File: src/rtl/topq_pkg.sv
// ----------------------------------------------------------------------------
// topq_pkg
// Shared types and constants for the time-ordered priority queue.
// ----------------------------------------------------------------------------
package topq_pkg;

  localparam int QUEUE_DEPTH = 16;
  localparam int IDX_W       = $clog2(QUEUE_DEPTH);
  localparam int CNT_W       = $clog2(QUEUE_DEPTH + 1);

  localparam logic [1:0] OP_INSERT = 2'd0;
  localparam logic [1:0] OP_REMOVE = 2'd1;
  localparam logic [1:0] OP_CLEAR  = 2'd2;
  localparam logic [1:0] OP_READ   = 2'd3;

  typedef struct packed {
    logic [1:0]  opcode;
    logic [47:0] entry_time;
    logic [15:0] record_index;
    logic [31:0] file_handle;
    logic [3:0]  read_position;
  } cmd_t;

  typedef struct packed {
    logic        head_valid;
    logic [47:0] head_time;
    logic [15:0] head_index;
    logic [31:0] head_file;
    logic [4:0]  entry_count;
    logic        read_valid;
    logic [47:0] read_time;
    logic [15:0] read_index;
    logic [31:0] read_file;
    logic        overflow;
  } rsp_t;

  typedef struct packed {
    logic [47:0] entry_time;
    logic [15:0] record_index;
    logic [31:0] file_handle;
  } slot_t;

endpackage

File: src/rtl/topq_slot_ram.sv
// ----------------------------------------------------------------------------
// topq_slot_ram
// Slot storage: one write port, one read port with registered read data.
// ----------------------------------------------------------------------------
module topq_slot_ram (
  input  logic                      clk,
  input  logic                      wr_en,
  input  logic [topq_pkg::IDX_W-1:0] wr_addr,
  input  topq_pkg::slot_t           wr_data,
  input  logic                      rd_en,
  input  logic [topq_pkg::IDX_W-1:0] rd_addr,
  output topq_pkg::slot_t           rd_data
);
  import topq_pkg::*;

  slot_t mem [QUEUE_DEPTH];

  always_ff @(posedge clk) begin
    if (wr_en) begin
      mem[wr_addr] <= wr_data;
    end
  end

  always_ff @(posedge clk) begin
    if (rd_en) begin
      rd_data <= mem[rd_addr];
    end
  end

endmodule

File: src/rtl/time_ordered_priority_queue_top.sv
// ----------------------------------------------------------------------------
// time_ordered_priority_queue_top
// Sorted queue of timestamped records held in a circular slot memory.
//
//   channel  dir  handshake             payload
//   cmd      in   cmd_valid/cmd_ready   cmd_t (opcode, record, read position)
//   rsp      out  rsp_valid/rsp_ready   rsp_t (head, count, read data, flag)
//
// Remove, clear and an insert into an empty or full queue go straight to a read
// of the head slot; a read first fetches its slot, and any other insert first
// moves back each later record, as one compare unit walks the slot memory from
// the tail, one slot a cycle through its single read port.
// Reset empties the queue at once; no clearing pass.
// A result waits in the output register while the next command is taken;
// a command finishes only when that register is free.
// ----------------------------------------------------------------------------
module time_ordered_priority_queue_top (
  input  logic           clk,
  input  logic           rst,
  input  logic           cmd_valid,
  output logic           cmd_ready,
  input  topq_pkg::cmd_t cmd,
  output logic           rsp_valid,
  input  logic           rsp_ready,
  output topq_pkg::rsp_t rsp
);
  import topq_pkg::*;

  localparam logic [2:0] ST_IDLE   = 3'd0;
  localparam logic [2:0] ST_SHIFT  = 3'd1;
  localparam logic [2:0] ST_PLACE  = 3'd2;
  localparam logic [2:0] ST_RDWAIT = 3'd3;
  localparam logic [2:0] ST_HEAD   = 3'd4;
  localparam logic [2:0] ST_HWAIT  = 3'd5;

  logic [2:0]       state, state_next;
  logic [IDX_W-1:0] base, base_next;
  logic [CNT_W-1:0] count, count_next;
  logic [IDX_W-1:0] k, k_next;
  slot_t            new_slot, new_slot_next;
  slot_t            rd_slot, rd_slot_next;
  logic             rd_hit, rd_hit_next;
  logic             ovf, ovf_next;
  rsp_t             rsp_next;
  logic             rsp_valid_next;

  logic             wr_en, rd_en;
  logic [IDX_W-1:0] wr_log, rd_log;
  slot_t            wr_data, rd_data;
  slot_t            cmd_slot;

  function automatic logic [IDX_W-1:0] phys(input logic [IDX_W-1:0] b,
                                            input logic [IDX_W-1:0] l);
    logic [IDX_W:0] s;
    s = {1'b0, b} + {1'b0, l};
    if (s >= (IDX_W+1)'(QUEUE_DEPTH)) begin
      s = s - (IDX_W+1)'(QUEUE_DEPTH);
    end
    return s[IDX_W-1:0];
  endfunction

  topq_slot_ram u_ram (
    .clk     (clk),
    .wr_en   (wr_en),
    .wr_addr (phys(base, wr_log)),
    .wr_data (wr_data),
    .rd_en   (rd_en),
    .rd_addr (phys(base, rd_log)),
    .rd_data (rd_data)
  );

  assign cmd_ready = (state == ST_IDLE);
  assign cmd_slot  = '{entry_time: cmd.entry_time, record_index: cmd.record_index,
                       file_handle: cmd.file_handle};

  always_comb begin
    state_next     = state;
    base_next      = base;
    count_next     = count;
    k_next         = k;
    new_slot_next  = new_slot;
    rd_slot_next   = rd_slot;
    rd_hit_next    = rd_hit;
    ovf_next       = ovf;
    rsp_next       = rsp;
    rsp_valid_next = rsp_valid && !rsp_ready;
    wr_en          = 1'b0;
    wr_log         = '0;
    wr_data        = new_slot;
    rd_en          = 1'b0;
    rd_log         = '0;

    unique case (state)
      ST_IDLE: begin
        if (cmd_valid) begin
          new_slot_next = cmd_slot;
          ovf_next      = 1'b0;
          rd_hit_next   = 1'b0;
          rd_slot_next  = '0;
          state_next    = ST_HEAD;
          unique case (cmd.opcode)
            OP_INSERT: begin
              if (count == CNT_W'(QUEUE_DEPTH)) begin
                ovf_next = 1'b1;
              end else if (count == '0) begin
                wr_en      = 1'b1;
                wr_data    = cmd_slot;
                count_next = count + 1'b1;
              end else begin
                k_next     = IDX_W'(count - 1'b1);
                rd_en      = 1'b1;
                rd_log     = IDX_W'(count - 1'b1);
                state_next = ST_SHIFT;
              end
            end
            OP_REMOVE: begin
              if (count != '0) begin
                base_next  = phys(base, IDX_W'(1));
                count_next = count - 1'b1;
              end
            end
            OP_CLEAR: begin
              count_next = '0;
            end
            OP_READ: begin
              if (32'(cmd.read_position) < 32'(count)) begin
                rd_en      = 1'b1;
                rd_log     = IDX_W'(cmd.read_position);
                state_next = ST_RDWAIT;
              end
            end
            default: ;
          endcase
        end
      end
      ST_SHIFT: begin
        wr_en = 1'b1;
        wr_log = k + 1'b1;
        if (rd_data.entry_time > new_slot.entry_time) begin
          wr_data = rd_data;
          if (k == '0) begin
            state_next = ST_PLACE;
          end else begin
            rd_en  = 1'b1;
            rd_log = k - 1'b1;
            k_next = k - 1'b1;
          end
        end else begin
          wr_data    = new_slot;
          count_next = count + 1'b1;
          state_next = ST_HEAD;
        end
      end
      ST_PLACE: begin
        wr_en      = 1'b1;
        wr_data    = new_slot;
        count_next = count + 1'b1;
        state_next = ST_HEAD;
      end
      ST_RDWAIT: begin
        rd_hit_next  = 1'b1;
        rd_slot_next = rd_data;
        state_next   = ST_HEAD;
      end
      ST_HEAD: begin
        rd_en      = 1'b1;
        state_next = ST_HWAIT;
      end
      ST_HWAIT: begin
        if (!rsp_valid || rsp_ready) begin
          rsp_next.head_valid  = (count != '0);
          rsp_next.head_time   = (count != '0) ? rd_data.entry_time : '0;
          rsp_next.head_index  = (count != '0) ? rd_data.record_index : '0;
          rsp_next.head_file   = (count != '0) ? rd_data.file_handle : '0;
          rsp_next.entry_count = 5'(count);
          rsp_next.read_valid  = rd_hit;
          rsp_next.read_time   = rd_slot.entry_time;
          rsp_next.read_index  = rd_slot.record_index;
          rsp_next.read_file   = rd_slot.file_handle;
          rsp_next.overflow    = ovf;
          rsp_valid_next       = 1'b1;
          state_next           = ST_IDLE;
        end
      end
      default: begin
        state_next = ST_IDLE;
      end
    endcase
  end

  always_ff @(posedge clk) begin
    if (rst) begin
      state     <= ST_IDLE;
      base      <= '0;
      count     <= '0;
      rsp_valid <= 1'b0;
    end else begin
      state     <= state_next;
      base      <= base_next;
      count     <= count_next;
      rsp_valid <= rsp_valid_next;
    end
  end

  always_ff @(posedge clk) begin
    k        <= k_next;
    new_slot <= new_slot_next;
    rd_slot  <= rd_slot_next;
    rd_hit   <= rd_hit_next;
    ovf      <= ovf_next;
    rsp      <= rsp_next;
  end

endmodule

File: config.mk
export PLATFORM = sky130hd
export DESIGN_NAME = time_ordered_priority_queue_top
export DESIGN_NICKNAME = d
export VERILOG_FILES = /design/src/rtl/topq_pkg.sv /design/src/rtl/topq_slot_ram.sv /design/src/rtl/time_ordered_priority_queue_top.sv
export SDC_FILE = /design/constraint.sdc
export NUM_CORES = 2
export LEC_CHECK = 0
export ABC_CLOCK_PERIOD_IN_PS = 9200
export BUFFER_PORTS_ARGS = -buffer_cell sky130_fd_sc_hd__buf_4
export CAP_MARGIN = 5
export CORE_ASPECT_RATIO = 0.8
export CORE_UTILIZATION = 64
export CTS_BUF_LIST = sky130_fd_sc_hd__clkbuf_8
export DETAILED_ROUTE_END_ITERATION = 7
export PLACE_DENSITY = 0.87
export RECOVER_POWER = 100
export SLEW_MARGIN = 5
export SYNTH_ARGS = -nofsm -noshare
export SYNTH_HDL_FRONTEND = slang
export SYNTH_SLANG_ARGS = --single-unit
export TNS_END_PERCENT = 100
File: constraint.sdc
create_clock -name clk -period 9.2 [get_ports clk]
set_clock_uncertainty 0.15 [all_clocks]
set_input_delay 0.92 -clock clk [delete_from_list [all_inputs] [get_ports clk]]
set_output_delay 0.92 -clock clk [all_outputs]
set_load 0.02 [all_outputs]
==> results.sh <==
export IMPL_num_io_pins=308
export IMPL_fin_crit_ps=8590
export IMPL_ant_nets=0
export IMPL_synth_edff_count=2030
export IMPL_path_clk_slew_ps=70
export IMPL_die_width_um=395
export IMPL_viasPerCell=6.95
export IMPL_arrival_ps=9020
export IMPL_status="complete, but fails checks"
export IMPL_fmax_mhz=116
export IMPL_fp_dieH_um=316
export IMPL_netlist_area_sq_um=78900
export IMPL_report_final_slew_viol_count=2152
export IMPL_row_count=114
export IMPL_cts_max_level=5
export IMPL_rsz0062_at_grt="false"
export IMPL_grt_antenna_before_repair=10
export IMPL_min_path_type="flip-flop to flip-flop"
export IMPL_grt_use_met2_pct=53.7
export IMPL_area_growth_pct=11.7
export IMPL_crit_fanout=53
export IMPL_p_total_mw=21.9
export IMPL_p_int_mw=15.9
export IMPL_dieArea_sq_um=125000
export IMPL_synth_cell_types=64
export IMPL_p_switching_mw=6.03
export IMPL_max_slew_margin_pct=-252
export IMPL_cts_num_sinks=2043
export IMPL_clockPowerShare_pct=31.1
export IMPL_endpoint_kind="flip-flop"
export IMPL_detail_route_iter0_violations=6634
export IMPL_synthCells=3768
export IMPL_grt_max_degree=131
export IMPL_tightestPinTransition_ps=5270
export IMPL_wl_per_cell_um=33.9
export IMPL_final_core_util_pct=72.5
export IMPL_tritoncts="yes"
export IMPL_postCtsSetupRepairBufs=0
export IMPL_irDropWorstVdd_mv=0.170
export IMPL_grt_pass1_wl_um=298000
export IMPL_synth_nets=3942
export IMPL_finalWeightedCongestion=0.888
export IMPL_drc=0
export IMPL_mostFrequentLayoutCells="edfxtp_1, mux4_2, clkbuf_8"
export IMPL_vias=42962
export IMPL_numPortBuffers=307
export IMPL_hpwl_um=101000
export IMPL_grt_usage_pct=33.8
export IMPL_crit_path_start_kind="flip-flop"
export IMPL_drive_gt1_share_pct=18.1
export IMPL_synth_area_top_cells="edfxtp_1, mux4_2, mux2i_1, and2_1, nand2_1"
export IMPL_layout_commonest_cell="edfxtp_1"
export IMPL_nets=4527
export IMPL_cap_violations=41
export IMPL_crit_required_ps=9620
export IMPL_root_buffer="clkbuf_8"
export IMPL_grtUsageMet3_pct=8.44
export IMPL_stdcell_area_sq_um=88200
export IMPL_ys_ff_latch=2043
export IMPL_switching_share_pct=27.5
export IMPL_grt_overflow_total=0
export IMPL_drt_wl_total_um=210000
export IMPL_path_class="flip-flop to flip-flop"
export IMPL_synth_warnings=0
export IMPL_powerDensity_nw_per_um2=248
export IMPL_ys_flop_type="edfxtp_1"
export IMPL_core_area_sq_um=122000
export IMPL_combPwrFrac_pct=14.7
export IMPL_cts_resized=0
export IMPL_first_global_vias=44301
export IMPL_seq_power_share_pct=54.3
export IMPL_synth_area_per_cell_sq_um=21.0
export IMPL_postSynth_asyncResetShare_pct=0
export IMPL_tns_ps=0
export IMPL_finalHoldViolCount=0
export IMPL_cts_buffer_depth=4
export IMPL_use_met1_pct=43.2
export IMPL_top_usage_layer="met2"
export IMPL_setup_viol=0
export IMPL_yosysTopAreaCell="edfxtp_1"
export IMPL_ys_seq_area_share_pct=77.5
export IMPL_clock_latency_ps=1010
export IMPL_place_area_sq_um=83300
export IMPL_start_util_pct=65.0
export IMPL_period_share_pct=93.4
export IMPL_synth_top_area_share_pct=77.2
export IMPL_first_pass_iters=7
export IMPL_cellLeakagePower_nw=27.9
export IMPL_violations="capacitance limit, slew limit"
export IMPL_cts_buffers=307
power by group through the flow:
stage | Sequential (mW) | Clock (mW) | Combinational, mW
floorplan | 11.9 | 0 | 2.00
global placement | 11.9 | 0 | 2.90
detailed placement | 12.0 | 0 | 3.09
CTS | 11.8 | 6.79 | 3.19
global route | 11.9 | 7.17 | 3.36
finish | 11.9 | 6.80 | 3.22
stage by stage:
step,std cells,hold slack (ps),setup WS [ps]
2_1_floorplan,3768,250,758
3_3_place_gp,5572,251,2120
3_5_place_dp,5572,255,1920
4_1_cts,6177,2.33,1730
5_1_grt,6182,258,766
6_report,6184,245,609
cell usage after synthesis (7+ instances only):
| cell | number |
|---|---|
| nand2_1 | 227 |
| and2_1 | 190 |
| clkbuf_1 | 143 |
| a21oi_1 | 34 |
| buf_6 | 9 |
| dfxtp_1 | 13 |
| buf_2 | 11 |
| nand4_1 | 9 |
| xor2_1 | 7 |
| buf_8 | 11 |
| inv_1 | 61 |
| buf_1 | 7 |
| edfxtp_1 | 2030 |
| ha_1 | 66 |
| mux2i_1 | 290 |
| nand3_1 | 13 |
| a22oi_1 | 99 |
| nor2_1 | 42 |
| o21ai_0 | 21 |
| mux4_2 | 384 |
| a21o_1 | 11 |
| xnor2_1 | 10 |
per-layer routing:
metal	routed length [um]	vias to the layer above
li1	-	16471
met1	67600	21277
met2	100000	4306
met3	28900	906
met4	13000	2
met5	13	-
what timing repair did:
action / 4_1_cts / 5_1_grt
endpoints found under the hold margin: 101 / 0
hold buffers: 96 / 0
setup endpoints to repair: 0 / 0
critical path: stages, from the launching register on:
cell,delay [ps]
dfxtp_1,710
nor2_1,150
nand2_1,390
nor2_1,210
ha_1,410
a21oi_1,110
xnor2_1,370
xnor2_1,210
nand2_1,300
nor2_4,160
clkbuf_1,3700
buf_4,1220
kinds of logic (layout without fill, tap and decap cells):
family                   count (synthesis)  count (layout)  synth area share, %
AND/OR/NAND/NOR                        524             524                 3.36
other                                    0               7                    0
AO/OA/AOI/OAI                          196             196                 1.73
adder cells (fa/ha/maj)                 68              68                 1.10
multiplexers                           676             676                 14.7
flip-flops                            2043            2043                 77.5
buffers and inverters                  244            1029                 1.42
XOR/XNOR                                17              17                0.189
registers in the layout (all words and copies together) (netlist names), 3 cells and up:
| register | flops |
|---|---|
| base | 4 |
| count | 5 |
| k | 4 |
| new_slot | 96 |
| rd_slot | 96 |
| rsp | 200 |
| state | 3 |
| u_ram.mem | 1536 |
| u_ram.rd_data | 96 |
area by class of cell:
class                   instances  area, sq um
clock buffers                 312         4290
flip-flops and latches       2043        61200
multi-input cells            1481        16700
repair buffers                457         2640
clock inverters               197         1010
diodes                          7         17.5
well taps                    1624         2030
fillers                      6454        33400
inverters                      63          240
path summary, 6_finish.rpt:
path / startpoint / to / slack (ps) / cells after the start
hold reg to reg: rd_slot[57] / rsp[58] / 240 / 0
hold / removal: rd_slot[57] / rsp[58] / 240 / 0
setup reg to reg: state[2] / u_ram.mem[1][37] / 610 / 11
setup / recovery: state[2] / u_ram.mem[1][37] / 610 / 11
No activity file was read; power rests on OpenSTA's default activity.
